## src/sv/drodo_pkg.sv

```systemverilog
// Shared constants, opcodes and the quarter-wave sine table for the odometry core.
// Used by the channel interfaces, the trig and report lanes and the top level.
// Depends on nothing.
package drodo_pkg;

    localparam int POS_W      = 48;
    localparam int REP_W      = 32;
    localparam int HEAD_W     = 9;
    localparam int TURN_W     = 10;
    localparam int OP_W       = 2;
    localparam int TRIG_IDX_W = 7;
    localparam int TRIG_Q_W   = 16;

    // A position magnitude times one hundred fits in this many bits.
    localparam int NUM_W      = POS_W + 7;
    // Quotient bits developed serially; a larger quotient saturates the report.
    localparam int QUO_BITS   = REP_W - 1;

    localparam int QUARTER_TURN       = 90;
    localparam int HALF_TURN          = 180;
    localparam int THREE_QUARTER_TURN = 270;
    localparam int FULL_TURN          = 360;

    localparam logic [OP_W-1:0] OP_SAMPLE = 2'd0;
    localparam logic [OP_W-1:0] OP_COMMIT = 2'd1;
    localparam logic [OP_W-1:0] OP_TURN   = 2'd2;

    localparam logic signed [POS_W-1:0] POS_MAX = {1'b0, {(POS_W-1){1'b1}}};
    localparam logic signed [POS_W-1:0] POS_MIN = {1'b1, {(POS_W-1){1'b0}}};
    localparam logic signed [REP_W-1:0] REP_MAX = {1'b0, {(REP_W-1){1'b1}}};
    localparam logic signed [REP_W-1:0] REP_MIN = {1'b1, {(REP_W-1){1'b0}}};

    localparam logic [TRIG_Q_W-1:0] SIN_Q15_TAB [0:90] = '{
        16'd0,     16'd572,   16'd1144,  16'd1715,  16'd2286,  16'd2856,  16'd3425,
        16'd3993,  16'd4560,  16'd5126,  16'd5690,  16'd6252,  16'd6813,  16'd7371,
        16'd7927,  16'd8481,  16'd9032,  16'd9580,  16'd10126, 16'd10668, 16'd11207,
        16'd11743, 16'd12275, 16'd12803, 16'd13328, 16'd13848, 16'd14365, 16'd14876,
        16'd15384, 16'd15886, 16'd16384, 16'd16877, 16'd17364, 16'd17847, 16'd18324,
        16'd18795, 16'd19261, 16'd19720, 16'd20174, 16'd20622, 16'd21063, 16'd21498,
        16'd21926, 16'd22348, 16'd22763, 16'd23170, 16'd23571, 16'd23965, 16'd24351,
        16'd24730, 16'd25102, 16'd25466, 16'd25822, 16'd26170, 16'd26510, 16'd26842,
        16'd27166, 16'd27482, 16'd27789, 16'd28088, 16'd28378, 16'd28660, 16'd28932,
        16'd29197, 16'd29452, 16'd29698, 16'd29935, 16'd30163, 16'd30382, 16'd30592,
        16'd30792, 16'd30983, 16'd31164, 16'd31336, 16'd31499, 16'd31651, 16'd31795,
        16'd31928, 16'd32052, 16'd32166, 16'd32270, 16'd32365, 16'd32449, 16'd32524,
        16'd32588, 16'd32643, 16'd32688, 16'd32723, 16'd32748, 16'd32763, 16'd32768
    };

    // Indexes past a quarter turn read the top entry.
    function automatic logic [TRIG_Q_W-1:0] sin_q15(input logic [TRIG_IDX_W-1:0] idx);
        logic [TRIG_IDX_W-1:0] i;
        i = (idx > TRIG_IDX_W'(QUARTER_TURN)) ? TRIG_IDX_W'(QUARTER_TURN) : idx;
        return SIN_Q15_TAB[i];
    endfunction

endpackage

```

## src/sv/drodo_if.sv

```systemverilog
// Valid/ready channel interfaces for the odometry core: one for input items, one for results.
// Depends on drodo_pkg for the fixed field widths.
interface drodo_item_if #(
    parameter int ENCODER_BITS = 24
) ();
    logic                                 valid;
    logic                                 ready;
    logic [drodo_pkg::OP_W-1:0]           opcode;
    logic signed [ENCODER_BITS-1:0]       left_count;
    logic signed [ENCODER_BITS-1:0]       right_count;
    logic signed [drodo_pkg::TURN_W-1:0]  turn_angle;

    modport source (output valid, output opcode, output left_count, output right_count,
                    output turn_angle, input ready);
    modport sink   (input valid, input opcode, input left_count, input right_count,
                    input turn_angle, output ready);
endinterface

interface drodo_result_if ();
    logic                                valid;
    logic                                ready;
    logic signed [drodo_pkg::REP_W-1:0]  pos_x_hundredths;
    logic signed [drodo_pkg::REP_W-1:0]  pos_y_hundredths;
    logic [drodo_pkg::HEAD_W-1:0]        heading_deg;

    modport source (output valid, output pos_x_hundredths, output pos_y_hundredths,
                    output heading_deg, input ready);
    modport sink   (input valid, input pos_x_hundredths, input pos_y_hundredths,
                    input heading_deg, output ready);
endinterface

```

## src/sv/drodo_trig.sv

```systemverilog
// Sine and cosine of the whole-degree heading, as sign and magnitude with a chosen fraction.
// Depends on drodo_pkg for the quarter-wave table; outputs are registered every cycle.
module drodo_trig #(
    parameter int TRIG_FRAC_BITS = 15
) (
    input  logic                              i_clk,
    input  logic [drodo_pkg::HEAD_W-1:0]      i_heading,
    output logic [TRIG_FRAC_BITS:0]           o_sin_mag,
    output logic                              o_sin_neg,
    output logic [TRIG_FRAC_BITS:0]           o_cos_mag,
    output logic                              o_cos_neg
);

    localparam int MAG_W = TRIG_FRAC_BITS + 1;
    localparam int ANG_W = drodo_pkg::HEAD_W + 1;

    typedef struct packed {
        logic                               neg;
        logic [drodo_pkg::TRIG_IDX_W-1:0]   idx;
    } t_quad;

    // Folds an angle in 0..359 onto the first quadrant.
    function automatic t_quad fold(input logic [ANG_W-1:0] h);
        t_quad q;
        if (h <= ANG_W'(drodo_pkg::QUARTER_TURN)) begin
            q.neg = 1'b0;
            q.idx = drodo_pkg::TRIG_IDX_W'(h);
        end else if (h <= ANG_W'(drodo_pkg::HALF_TURN)) begin
            q.neg = 1'b0;
            q.idx = drodo_pkg::TRIG_IDX_W'(ANG_W'(drodo_pkg::HALF_TURN) - h);
        end else if (h <= ANG_W'(drodo_pkg::THREE_QUARTER_TURN)) begin
            q.neg = 1'b1;
            q.idx = drodo_pkg::TRIG_IDX_W'(h - ANG_W'(drodo_pkg::HALF_TURN));
        end else begin
            q.neg = 1'b1;
            q.idx = drodo_pkg::TRIG_IDX_W'(ANG_W'(drodo_pkg::FULL_TURN) - h);
        end
        return q;
    endfunction

    logic [ANG_W-1:0]               sin_ang;
    logic [ANG_W-1:0]               cos_ang;
    t_quad                          sin_q;
    t_quad                          cos_q;
    logic [drodo_pkg::TRIG_Q_W-1:0] sin_raw;
    logic [drodo_pkg::TRIG_Q_W-1:0] cos_raw;
    logic [MAG_W-1:0]               sin_mag_c;
    logic [MAG_W-1:0]               cos_mag_c;

    always_comb begin
        sin_ang = ANG_W'(i_heading);
        cos_ang = sin_ang + ANG_W'(drodo_pkg::QUARTER_TURN);
        if (cos_ang >= ANG_W'(drodo_pkg::FULL_TURN)) begin
            cos_ang = cos_ang - ANG_W'(drodo_pkg::FULL_TURN);
        end
        sin_q   = fold(sin_ang);
        cos_q   = fold(cos_ang);
        sin_raw = drodo_pkg::sin_q15(sin_q.idx);
        cos_raw = drodo_pkg::sin_q15(cos_q.idx);
    end

    generate
        if (TRIG_FRAC_BITS >= 15) begin : g_widen
            localparam int SH = TRIG_FRAC_BITS - 15;
            assign sin_mag_c = MAG_W'(sin_raw) << SH;
            assign cos_mag_c = MAG_W'(cos_raw) << SH;
        end else begin : g_narrow
            // Rounds half up on the magnitude while dropping fraction bits.
            localparam int SH = 15 - TRIG_FRAC_BITS;
            localparam logic [drodo_pkg::TRIG_Q_W:0] HALF =
                (drodo_pkg::TRIG_Q_W+1)'(1) << (SH - 1);
            assign sin_mag_c = MAG_W'(((drodo_pkg::TRIG_Q_W+1)'(sin_raw) + HALF) >> SH);
            assign cos_mag_c = MAG_W'(((drodo_pkg::TRIG_Q_W+1)'(cos_raw) + HALF) >> SH);
        end
    endgenerate

    always_ff @(posedge i_clk) begin
        o_sin_mag <= sin_mag_c;
        o_sin_neg <= sin_q.neg;
        o_cos_mag <= cos_mag_c;
        o_cos_neg <= cos_q.neg;
    end

endmodule

```

## src/sv/drodo_mul.sv

```systemverilog
// Serial-parallel multiplier lane: signed travel times a trig magnitude, one bit per cycle.
// Depends on nothing but its parameters; the sign is applied in a final step after the bits.
module drodo_mul #(
    parameter int ENCODER_BITS   = 24,
    parameter int TRIG_FRAC_BITS = 15
) (
    input  logic                                          i_clk,
    input  logic                                          i_rst_n,
    input  logic                                          i_start,
    input  logic signed [ENCODER_BITS-1:0]                i_travel,
    input  logic [TRIG_FRAC_BITS:0]                       i_mag,
    input  logic                                          i_neg,
    output logic                                          o_done,
    output logic signed [ENCODER_BITS+TRIG_FRAC_BITS:0]   o_product
);

    localparam int MAG_W  = TRIG_FRAC_BITS + 1;
    localparam int PROD_W = ENCODER_BITS + TRIG_FRAC_BITS + 1;
    localparam int CNT_W  = $clog2(MAG_W);

    typedef enum logic [2:0] {
        M_IDLE = 3'b001,
        M_RUN  = 3'b010,
        M_SIGN = 3'b100
    } t_mstate;

    t_mstate                     r_state;
    logic                        r_done;
    logic [CNT_W-1:0]            r_cnt;
    logic signed [PROD_W-1:0]    r_acc;
    logic [MAG_W-1:0]            r_mplr;
    logic signed [ENCODER_BITS-1:0] r_mcand;
    logic                        r_neg;

    always_ff @(posedge i_clk) begin
        if (!i_rst_n) begin
            r_state <= M_IDLE;
            r_done  <= 1'b0;
            r_cnt   <= '0;
        end else begin
            r_done <= 1'b0;
            unique case (r_state)
                M_IDLE: begin
                    if (i_start) begin
                        r_cnt   <= '0;
                        r_state <= M_RUN;
                    end
                end
                M_RUN: begin
                    r_cnt <= r_cnt + CNT_W'(1);
                    if (r_cnt == CNT_W'(MAG_W - 1)) begin
                        r_state <= M_SIGN;
                    end
                end
                M_SIGN: begin
                    r_done  <= 1'b1;
                    r_state <= M_IDLE;
                end
                default: r_state <= M_IDLE;
            endcase
        end
    end

    // Multiplier bits are consumed most significant first.
    always_ff @(posedge i_clk) begin
        if (r_state == M_IDLE && i_start) begin
            r_acc   <= '0;
            r_mplr  <= i_mag;
            r_mcand <= i_travel;
            r_neg   <= i_neg;
        end else if (r_state == M_RUN) begin
            r_acc  <= (r_acc <<< 1) + (r_mplr[MAG_W-1] ? PROD_W'(r_mcand) : '0);
            r_mplr <= r_mplr << 1;
        end else if (r_state == M_SIGN && r_neg) begin
            r_acc <= -r_acc;
        end
    end

    assign o_done    = r_done;
    assign o_product = r_acc;

endmodule

```

## src/sv/drodo_div.sv

```systemverilog
// Report lane: position times one hundred, divided by counts per rotation times the trig
// scale, one quotient bit per cycle, truncated toward zero and saturated to 32 bits.
// Depends on drodo_pkg for the position and report widths.
module drodo_div #(
    parameter int COUNTS_PER_REV = 360,
    parameter int TRIG_FRAC_BITS = 15
) (
    input  logic                                i_clk,
    input  logic                                i_rst_n,
    input  logic                                i_start,
    input  logic signed [drodo_pkg::POS_W-1:0]  i_pos,
    output logic                                o_done,
    output logic signed [drodo_pkg::REP_W-1:0]  o_value
);

    localparam int POS_W = drodo_pkg::POS_W;
    localparam int NUM_W = drodo_pkg::NUM_W;
    localparam int QB    = drodo_pkg::QUO_BITS;
    localparam int REP_W = drodo_pkg::REP_W;
    localparam logic [63:0] DIVISOR   = 64'(COUNTS_PER_REV) << TRIG_FRAC_BITS;
    localparam logic [63:0] SAT_LIMIT = DIVISOR << QB;
    localparam int DIV_W = $clog2(DIVISOR + 64'd1);
    localparam int CNT_W = $clog2(QB);

    typedef enum logic [4:0] {
        D_IDLE  = 5'b00001,
        D_SCALE = 5'b00010,
        D_INIT  = 5'b00100,
        D_STEP  = 5'b01000,
        D_DONE  = 5'b10000
    } t_dstate;

    t_dstate                  r_state;
    logic                     r_done;
    logic [CNT_W-1:0]         r_cnt;
    logic                     r_neg;
    logic                     r_sat;
    logic [POS_W-1:0]         r_mag;
    logic [NUM_W-1:0]         r_num;
    logic [DIV_W-1:0]         r_rem;
    logic [QB-1:0]            r_quo;
    logic signed [REP_W-1:0]  r_val;

    logic [DIV_W:0]           rem2_c;
    logic                     ge_c;
    logic [REP_W-1:0]         quo_ext_c;

    always_comb begin
        rem2_c    = {r_rem, r_num[QB-1]};
        ge_c      = rem2_c >= (DIV_W+1)'(DIVISOR);
        quo_ext_c = REP_W'(r_quo);
    end

    always_ff @(posedge i_clk) begin
        if (!i_rst_n) begin
            r_state <= D_IDLE;
            r_done  <= 1'b0;
            r_cnt   <= '0;
        end else begin
            r_done <= 1'b0;
            unique case (r_state)
                D_IDLE:  if (i_start) r_state <= D_SCALE;
                D_SCALE: r_state <= D_INIT;
                D_INIT: begin
                    r_cnt   <= '0;
                    r_state <= D_STEP;
                end
                D_STEP: begin
                    r_cnt <= r_cnt + CNT_W'(1);
                    if (r_cnt == CNT_W'(QB - 1)) begin
                        r_state <= D_DONE;
                    end
                end
                D_DONE: begin
                    r_done  <= 1'b1;
                    r_state <= D_IDLE;
                end
                default: r_state <= D_IDLE;
            endcase
        end
    end

    always_ff @(posedge i_clk) begin
        case (r_state)
            D_IDLE: begin
                if (i_start) begin
                    r_neg <= i_pos[POS_W-1];
                    r_mag <= i_pos[POS_W-1] ? POS_W'(-i_pos) : POS_W'(i_pos);
                end
            end
            D_SCALE: begin
                // Times one hundred as 64 + 32 + 4.
                r_num <= (NUM_W'(r_mag) << 6) + (NUM_W'(r_mag) << 5) + (NUM_W'(r_mag) << 2);
            end
            D_INIT: begin
                // Without saturation the upper part is already below the divisor.
                r_sat <= 64'(r_num) >= SAT_LIMIT;
                r_rem <= DIV_W'(r_num >> QB);
            end
            D_STEP: begin
                r_num <= r_num << 1;
                r_quo <= {r_quo[QB-2:0], ge_c};
                r_rem <= ge_c ? DIV_W'(rem2_c - (DIV_W+1)'(DIVISOR)) : DIV_W'(rem2_c);
            end
            D_DONE: begin
                if (r_sat) begin
                    r_val <= r_neg ? drodo_pkg::REP_MIN : drodo_pkg::REP_MAX;
                end else begin
                    r_val <= r_neg ? -quo_ext_c : quo_ext_c;
                end
            end
            default: ;
        endcase
    end

    assign o_done  = r_done;
    assign o_value = r_val;

endmodule

```

## src/sv/dead_reckoning_odometry_core.sv

```systemverilog
// Top level of the wheel odometry core: control sequencer, position and heading state.
// Depends on drodo_pkg, drodo_if, drodo_trig, drodo_mul and drodo_div.
//
//  Channel    Direction  Handshake          Carries
//  i_item     in         valid/ready        opcode, left_count, right_count, turn_angle
//  o_result   out        valid/ready        pos_x_hundredths, pos_y_hundredths, heading_deg
//  i_cfg_*    in         write enable only  heading, loaded into the heading register at once
//
// One item at a time. A sample runs through the bit-serial multiplier lanes and the 31-step
// report divider; a commit runs through the multiplier lanes only, and a turn or an unused
// opcode goes straight to the output. Reset is synchronous. A stalled result waits in the
// output register while the next item is taken.
module dead_reckoning_odometry_core #(
    parameter int COUNTS_PER_REV = 360,
    parameter int ENCODER_BITS   = 24,
    parameter int TRIG_FRAC_BITS = 15
) (
    input  logic                           i_clk,
    input  logic                           i_rst_n,
    input  logic                           i_cfg_we,
    input  logic [drodo_pkg::HEAD_W-1:0]   i_cfg_wdata,
    drodo_item_if.sink                     i_item,
    drodo_result_if.source                 o_result
);

    localparam int POS_W  = drodo_pkg::POS_W;
    localparam int REP_W  = drodo_pkg::REP_W;
    localparam int HEAD_W = drodo_pkg::HEAD_W;
    localparam int MAG_W  = TRIG_FRAC_BITS + 1;
    localparam int PROD_W = ENCODER_BITS + TRIG_FRAC_BITS + 1;
    localparam int SUM_W  = ((PROD_W > POS_W) ? PROD_W : POS_W) + 1;
    localparam int WRAP_W = HEAD_W + 2;
    localparam logic signed [WRAP_W-1:0] FULL_TURN_S = WRAP_W'(drodo_pkg::FULL_TURN);

    typedef enum logic [6:0] {
        S_IDLE   = 7'b0000001,
        S_LOAD   = 7'b0000010,
        S_MUL    = 7'b0000100,
        S_ACC    = 7'b0001000,
        S_DSTART = 7'b0010000,
        S_DWAIT  = 7'b0100000,
        S_OUT    = 7'b1000000
    } t_state;

    // Wraps a heading sum from -512..870 into 0..359.
    function automatic logic [HEAD_W-1:0] wrap(input logic signed [WRAP_W-1:0] v);
        logic signed [WRAP_W-1:0] s;
        s = v;
        if (s < 0) s = s + FULL_TURN_S;
        if (s < 0) s = s + FULL_TURN_S;
        if (s >= FULL_TURN_S) s = s - FULL_TURN_S;
        if (s >= FULL_TURN_S) s = s - FULL_TURN_S;
        return s[HEAD_W-1:0];
    endfunction

    function automatic logic signed [POS_W-1:0] sat_pos(input logic signed [SUM_W-1:0] v);
        if (v > SUM_W'(drodo_pkg::POS_MAX)) return drodo_pkg::POS_MAX;
        if (v < SUM_W'(drodo_pkg::POS_MIN)) return drodo_pkg::POS_MIN;
        return POS_W'(v);
    endfunction

    t_state                        r_state;
    logic [drodo_pkg::OP_W-1:0]    r_op;
    logic signed [ENCODER_BITS-1:0] r_travel;
    logic [HEAD_W-1:0]             r_heading;
    logic signed [POS_W-1:0]       r_cmt_x;
    logic signed [POS_W-1:0]       r_cmt_y;
    logic signed [POS_W-1:0]       r_prov_x;
    logic signed [POS_W-1:0]       r_prov_y;
    logic signed [REP_W-1:0]       r_rep_x;
    logic signed [REP_W-1:0]       r_rep_y;
    logic                          r_out_valid;
    logic signed [REP_W-1:0]       r_out_x;
    logic signed [REP_W-1:0]       r_out_y;
    logic [HEAD_W-1:0]             r_out_heading;

    logic                          item_accept;
    logic                          out_load;
    logic signed [ENCODER_BITS-1:0] left_c;
    logic signed [ENCODER_BITS-1:0] right_c;
    logic signed [ENCODER_BITS:0]  sum_c;
    logic signed [ENCODER_BITS:0]  adj_c;
    logic signed [WRAP_W-1:0]      turn_sum_c;
    logic signed [SUM_W-1:0]       sum_x_c;
    logic signed [SUM_W-1:0]       sum_y_c;

    logic [MAG_W-1:0]              sin_mag;
    logic                          sin_neg;
    logic [MAG_W-1:0]              cos_mag;
    logic                          cos_neg;
    logic                          mul_start;
    logic                          mul_done_x;
    logic                          mul_done_y;
    logic signed [PROD_W-1:0]      prod_x;
    logic signed [PROD_W-1:0]      prod_y;
    logic                          div_start;
    logic                          div_done_x;
    logic                          div_done_y;
    logic signed [REP_W-1:0]       div_val_x;
    logic signed [REP_W-1:0]       div_val_y;

    assign item_accept  = i_item.valid && (r_state == S_IDLE);
    assign out_load     = (r_state == S_OUT) && (!r_out_valid || o_result.ready);
    assign mul_start    = (r_state == S_LOAD);
    assign div_start    = (r_state == S_DSTART);
    assign i_item.ready = (r_state == S_IDLE);

    always_comb begin
        left_c  = i_item.left_count;
        right_c = i_item.right_count;
        sum_c   = (ENCODER_BITS+1)'(left_c) + (ENCODER_BITS+1)'(right_c);
        // Adding the sign bit before the shift truncates the mean toward zero.
        adj_c   = sum_c + (ENCODER_BITS+1)'(sum_c[ENCODER_BITS]);
        turn_sum_c = $signed({2'b00, r_heading}) + WRAP_W'(i_item.turn_angle);
        sum_x_c = SUM_W'(r_cmt_x) + SUM_W'(prod_x);
        sum_y_c = SUM_W'(r_cmt_y) + SUM_W'(prod_y);
    end

    drodo_trig #(
        .TRIG_FRAC_BITS (TRIG_FRAC_BITS)
    ) u_trig (
        .i_clk     (i_clk),
        .i_heading (r_heading),
        .o_sin_mag (sin_mag),
        .o_sin_neg (sin_neg),
        .o_cos_mag (cos_mag),
        .o_cos_neg (cos_neg)
    );

    // The x step is the negated cosine product.
    drodo_mul #(
        .ENCODER_BITS   (ENCODER_BITS),
        .TRIG_FRAC_BITS (TRIG_FRAC_BITS)
    ) u_mul_x (
        .i_clk     (i_clk),
        .i_rst_n   (i_rst_n),
        .i_start   (mul_start),
        .i_travel  (r_travel),
        .i_mag     (cos_mag),
        .i_neg     (!cos_neg),
        .o_done    (mul_done_x),
        .o_product (prod_x)
    );

    drodo_mul #(
        .ENCODER_BITS   (ENCODER_BITS),
        .TRIG_FRAC_BITS (TRIG_FRAC_BITS)
    ) u_mul_y (
        .i_clk     (i_clk),
        .i_rst_n   (i_rst_n),
        .i_start   (mul_start),
        .i_travel  (r_travel),
        .i_mag     (sin_mag),
        .i_neg     (sin_neg),
        .o_done    (mul_done_y),
        .o_product (prod_y)
    );

    drodo_div #(
        .COUNTS_PER_REV (COUNTS_PER_REV),
        .TRIG_FRAC_BITS (TRIG_FRAC_BITS)
    ) u_div_x (
        .i_clk   (i_clk),
        .i_rst_n (i_rst_n),
        .i_start (div_start),
        .i_pos   (r_prov_x),
        .o_done  (div_done_x),
        .o_value (div_val_x)
    );

    drodo_div #(
        .COUNTS_PER_REV (COUNTS_PER_REV),
        .TRIG_FRAC_BITS (TRIG_FRAC_BITS)
    ) u_div_y (
        .i_clk   (i_clk),
        .i_rst_n (i_rst_n),
        .i_start (div_start),
        .i_pos   (r_prov_y),
        .o_done  (div_done_y),
        .o_value (div_val_y)
    );

    always_ff @(posedge i_clk) begin
        if (!i_rst_n) begin
            r_state     <= S_IDLE;
            r_heading   <= HEAD_W'(drodo_pkg::QUARTER_TURN);
            r_cmt_x     <= '0;
            r_cmt_y     <= '0;
            r_prov_x    <= '0;
            r_prov_y    <= '0;
            r_rep_x     <= '0;
            r_rep_y     <= '0;
            r_out_valid <= 1'b0;
        end else begin
            if (out_load) begin
                r_out_valid <= 1'b1;
            end else if (o_result.ready) begin
                r_out_valid <= 1'b0;
            end

            if (i_cfg_we) begin
                r_heading <= wrap(WRAP_W'(i_cfg_wdata));
            end

            unique case (r_state)
                S_IDLE: begin
                    if (i_item.valid) begin
                        unique case (i_item.opcode) inside
                            drodo_pkg::OP_SAMPLE, drodo_pkg::OP_COMMIT: r_state <= S_LOAD;
                            drodo_pkg::OP_TURN: begin
                                r_heading <= wrap(turn_sum_c);
                                r_state   <= S_OUT;
                            end
                            default: r_state <= S_OUT;
                        endcase
                    end
                end
                S_LOAD: r_state <= S_MUL;
                S_MUL: begin
                    if (mul_done_x && mul_done_y) begin
                        r_state <= S_ACC;
                    end
                end
                S_ACC: begin
                    if (r_op == drodo_pkg::OP_SAMPLE) begin
                        r_prov_x <= sat_pos(sum_x_c);
                        r_prov_y <= sat_pos(sum_y_c);
                        r_state  <= S_DSTART;
                    end else begin
                        r_cmt_x <= sat_pos(sum_x_c);
                        r_cmt_y <= sat_pos(sum_y_c);
                        r_state <= S_OUT;
                    end
                end
                S_DSTART: r_state <= S_DWAIT;
                S_DWAIT: begin
                    if (div_done_x && div_done_y) begin
                        r_rep_x <= div_val_x;
                        r_rep_y <= div_val_y;
                        r_state <= S_OUT;
                    end
                end
                S_OUT: begin
                    if (out_load) begin
                        r_state <= S_IDLE;
                    end
                end
                default: r_state <= S_IDLE;
            endcase
        end
    end

    always_ff @(posedge i_clk) begin
        if (item_accept) begin
            r_op     <= i_item.opcode;
            r_travel <= adj_c[ENCODER_BITS:1];
        end
        if (out_load) begin
            r_out_x       <= r_rep_x;
            r_out_y       <= r_rep_y;
            r_out_heading <= r_heading;
        end
    end

    assign o_result.valid            = r_out_valid;
    assign o_result.pos_x_hundredths = r_out_x;
    assign o_result.pos_y_hundredths = r_out_y;
    assign o_result.heading_deg      = r_out_heading;

endmodule

```

## src/flat_wrapper.sv

```systemverilog
// flat-port wrapper written by rule: the top's interface ports become plain ports
module dead_reckoning_odometry_core_flat 
#(
    parameter int COUNTS_PER_REV = 360,
    parameter int ENCODER_BITS   = 24,
    parameter int TRIG_FRAC_BITS = 15
)
  (i_clk, i_rst_n, i_cfg_we, i_cfg_wdata, i_item_valid, i_item_opcode, i_item_left_count, i_item_right_count, i_item_turn_angle, i_item_ready, o_result_valid, o_result_pos_x_hundredths, o_result_pos_y_hundredths, o_result_heading_deg, o_result_ready);
  drodo_item_if #(.ENCODER_BITS(ENCODER_BITS)) i_item_i ();
  drodo_result_if o_result_i ();
  input  logic i_clk;
  input  logic i_rst_n;
  input  logic i_cfg_we;
  input  logic [drodo_pkg::HEAD_W-1:0] i_cfg_wdata;
  input wire logic [$bits(i_item_i.valid)-1:0] i_item_valid;
  input wire logic [$bits(i_item_i.opcode)-1:0] i_item_opcode;
  input wire logic [$bits(i_item_i.left_count)-1:0] i_item_left_count;
  input wire logic [$bits(i_item_i.right_count)-1:0] i_item_right_count;
  input wire logic [$bits(i_item_i.turn_angle)-1:0] i_item_turn_angle;
  output wire logic [$bits(i_item_i.ready)-1:0] i_item_ready;
  output wire logic [$bits(o_result_i.valid)-1:0] o_result_valid;
  output wire logic [$bits(o_result_i.pos_x_hundredths)-1:0] o_result_pos_x_hundredths;
  output wire logic [$bits(o_result_i.pos_y_hundredths)-1:0] o_result_pos_y_hundredths;
  output wire logic [$bits(o_result_i.heading_deg)-1:0] o_result_heading_deg;
  input wire logic [$bits(o_result_i.ready)-1:0] o_result_ready;
  assign i_item_i.valid = i_item_valid;
  assign i_item_i.opcode = i_item_opcode;
  assign i_item_i.left_count = i_item_left_count;
  assign i_item_i.right_count = i_item_right_count;
  assign i_item_i.turn_angle = i_item_turn_angle;
  assign i_item_ready = i_item_i.ready;
  assign o_result_valid = o_result_i.valid;
  assign o_result_pos_x_hundredths = o_result_i.pos_x_hundredths;
  assign o_result_pos_y_hundredths = o_result_i.pos_y_hundredths;
  assign o_result_heading_deg = o_result_i.heading_deg;
  assign o_result_i.ready = o_result_ready;
  dead_reckoning_odometry_core #(.COUNTS_PER_REV(COUNTS_PER_REV), .ENCODER_BITS(ENCODER_BITS), .TRIG_FRAC_BITS(TRIG_FRAC_BITS)) u_core (.i_clk(i_clk), .i_rst_n(i_rst_n), .i_cfg_we(i_cfg_we), .i_cfg_wdata(i_cfg_wdata), .i_item(i_item_i), .o_result(o_result_i));
endmodule
```

## config.mk

```make
export PLATFORM = sky130hd
export DESIGN_NAME = dead_reckoning_odometry_core_flat
export DESIGN_NICKNAME = d
export VERILOG_FILES = /design/src/sv/drodo_pkg.sv /design/src/sv/drodo_if.sv /design/src/sv/drodo_trig.sv /design/src/sv/drodo_mul.sv /design/src/sv/drodo_div.sv /design/src/sv/dead_reckoning_odometry_core.sv /design/src/flat_wrapper.sv
export SDC_FILE = /design/constraint.sdc
export NUM_CORES = 2
export LEC_CHECK = 0
export BUFFER_PORTS_ARGS = -buffer_cell sky130_fd_sc_hd__buf_4
export CAP_MARGIN = 15
export CORE_MARGIN = 3
export CORE_UTILIZATION = 55
export CTS_CLUSTER_DIAMETER = 50
export DETAILED_ROUTE_END_ITERATION = 8
export PLACE_DENSITY = 0.77
export SKIP_CTS_REPAIR_TIMING = 1
export SYNTH_ARGS = -nofsm -noshare
export SYNTH_HDL_FRONTEND = slang
export SYNTH_SLANG_ARGS = --single-unit
export TNS_END_PERCENT = 10
```

## constraint.sdc

```tcl
create_clock -name i_clk -period 9.03 [get_ports i_clk]
set_input_delay 0.903 -clock i_clk [delete_from_list [all_inputs] [get_ports i_clk]]
set_output_delay 0.903 -clock i_clk [all_outputs]
set_load 0.02 [all_outputs]
```

==> results.toml <==
[place]
port_buffers = 148
dp_slack_ns = 1.85
gp_congestion = 0.895
place_area_um2 = 64400
dp_hpwl_um = 106000

[critical_path]
reg2reg_to = "u_core.u_trig.o_cos_mag[6]"
path_buf_inv = 6
critPathMaxFanout = 18
slowest_delay_ns = 0.83
critPathLaunchType = "flop"
regToRegSetupSlack_ns = 1.73
crit_top_cell = "inv_1"
criticalPathCategory = "reg -> reg"
r2r_start = "u_core.r_heading[1]"
r2r_cells = 26
crit_required_ns = 9.68
slowest_stage = "dfxtp_1"
critPathArrivalTime_ns = 7.96
crit_start = "u_core.r_heading[1]"
path_delay_family = "compound AO/OA/AOI/OAI gates"
cp-end-kind = "flop"

[timing]
skew_ns = 0.0249
fin_setup_tns_ns = 0
fin_crit_ns = 7.30
worst_slew_pin_slew_ns = 1.16
grt_setup_unrepaired = "no"
setup_viol = 0
max-slew-margin-rel = 0.226
final-hold-violation-count = 0
max_freq_mhz = 137
drv_slew = 0
postLayoutSetupSlackWorst_ns = 1.73
timing.hold.ws_ns = 0.427
fin_crit_sh = 0.809

[die]
die_h_um = 341
dieWidth_um = 341
core_um2 = 111000
initial_core_util = 0.557
dieArea_um2 = 117000
rows = 122
boundaryPins = 149

[layout]
seq_area_um2 = 25400
multi_input_area_um2 = 34800
nets = 7420
fillers = 9340
design_area_um2 = 68300
syn2layout_area_growth_pct = 10.5
drive_gt1_frac = 0.0765
num_antenna_cells = 0

[clock_tree]
cts_tree = "yes"
clkSlewWorstSetupHoldPaths_ns = 0.06
clock_path_buffers = 3
numCtsBuffers = 112
clock_sinks = 986
cts-htree-levels = 3
clock-root-buffer = "clkbuf_16"
clk_latency_ns = 0.71

[grt]
first_global_vias = 48000
grt_remaining_overflow = 0
grt_max_degree = 103
antenna_found_initial = 0
grt_first_pass_wirelength_um = 245000
grt_util_all_layers = 0.250

[synth]
synth_commonest_cells = "nand2_1, a21oi_1, nor2_1, edfxtp_1, o21ai_0"
ys_warn_count = 0
mappedNetlistArea_um2 = 61800
synth.avg_cell_area_um2 = 9.04
ys_types = 94
synth_edf_count = 561
ys_ff_latch = 986
synth_top_area_share = 0.272
yosys.area.top_type = "edfxtp_1"
ys_seq_area_frac = 0.410
yosysMostFrequentCell = "nand2_1"
postSynthCellCount = 6839
yosys-top-cells-area = "edfxtp_1, dfxtp_1, ha_1, nand2_1, a21oi_1"
synth_nets = 7379
synth-async-reset-ratio = 0
synth_ff_type = "edfxtp_1"

[power]
power_mw = 15.2
ir_worst_vdd_v = 0.000406
cellPowerDensity_nw_per_um2 = 223
leakagePower_nw = 28.0

[flow_run]
cap_viol_max_count = 0

[route]
wl_per_cell_um = 17.7
drt_pass1_iterations = 8
final_antenna_net_count = 0
post_drt_via_cell_ratio = 5.99
routed-via-count = 50700
drt_iter0_drc = 4278
routed_wl_um = 150000
drcViolationCount = 0

[min_path]
hold_start = "u_core.r_rep_y[14]"
hold_depth = 0
min_to = "u_core.o_result.pos_y_hundredths[14]"
hold_path.class = "reg -> reg"

[outcome]
status = "complete, no violations"
[sequential cells by signal, indices dropped and copies added (netlist names), 40 cells and up]
register,count
u_core.r_cmt_x,48
u_core.r_cmt_y,48
u_core.r_prov_x,48
u_core.r_prov_y,48
u_core.u_div_x.r_mag,48
u_core.u_div_x.r_num,53
u_core.u_div_y.r_mag,48
u_core.u_div_y.r_num,53
u_core.u_mul_x.o_product,40
u_core.u_mul_y.o_product,40
[worst reg2reg max path: stages, from the launching register on]
cell and delay, ns:
dfxtp_1 0.83, ha_1 0.54, xnor2_1 0.30, inv_1 0.19, ha_1 0.38, a21o_1 0.21, a21oi_1 0.15, o32ai_1 0.17
a2111o_1 0.38, o221a_2 0.28, o32ai_4 0.35, inv_1 0.15, o211a_1 0.16, a211oi_2 0.53, a311oi_4 0.13, a41oi_1 0.27
buf_4 0.24, nand2_1 0.16, inv_1 0.18, ha_1 0.28, inv_1 0.11, nor3_1 0.27, inv_1 0.12, a21oi_1 0.25
a21oi_1 0.09, nor3_1 0.39, o31a_1 0.17
[metal layers]
metal  wire [µm]  part of all wire  vias up  GRT usage
met2       69600              0.46     1526      0.413
met3        8920             0.060      269     0.0300
met1       67100              0.45    23900      0.346
li1            -                 -    25000          -
met4        4150             0.028        0     0.0774
met5           0                 0        -          0
[placed cells by master (no fill, tap or decap), types with 96 or more instances in the layout]
master	count
dfxtp_1	425
inv_1	171
a31oi_1	100
a21oi_1	602
fa_1	96
nand2_1	957
nor2_1	578
nand3_1	111
o21ai_0	551
xnor2_1	332
buf_4	223
a21o_1	159
nor3_1	115
ha_1	370
clkbuf_16	116
xor2_1	162
edfxtp_1	561
[per-stage QoR]
stage | instances | util
2_1_floorplan | 6839 | -
5_1_grt | 8467 | 0.615
3_5_place_dp | 8252 | 0.579
6_report | 8467 | 0.615
4_1_cts | 8465 | 0.615
3_3_place_gp | 8252 | 0.579
[power breakdown]
part           switching, mW  total, mW  internal [mW]  leakage (nW)
registers              0.147       5.11           4.97          8.69
clock network           1.98       4.70           2.72          1.93
logic                   3.60       5.44           1.84          17.4
total                   5.73       15.2           9.52          28.0
[area by class of cell]
class / count / area share
well taps: 1488 / 0.0272
flip-flops and latches: 986 / 0.371
repair buffers: 225 / 0.0250
clock buffers: 140 / 0.0457
multi-input cells: 5378 / 0.509
clock inverters: 73 / 0.0119
inverters: 177 / 0.00978
[worst max path at each step]
stage,endpoint,slack (ns),cells past startpoint
after global routing,u_core.u_trig.o_cos_mag[6],1.11,26
after global placement,u_core.u_trig.o_cos_mag[6],1.92,26
after floorplan,u_core.r_heading[6],2.53,22
after CTS,u_core.u_trig.o_cos_mag[6],1.84,26
final,u_core.u_trig.o_cos_mag[6],1.73,26
after detailed placement,u_core.r_heading[6],1.85,22
[logic make-up after synthesis]
| group | Yosys count | synth area share |
|---|---|---|
| flip-flops | 986 | 0.410 |
| XOR/XNOR | 495 | 0.0701 |
| adder cells (fa/ha/maj) | 472 | 0.107 |
| AO/OA/AOI/OAI | 2056 | 0.207 |
| buffers and inverters | 475 | 0.0291 |
| AND/OR/NAND/NOR | 2326 | 0.172 |
| multiplexers | 29 | 0.00494 |
Power figures use the tool's default switching activity.
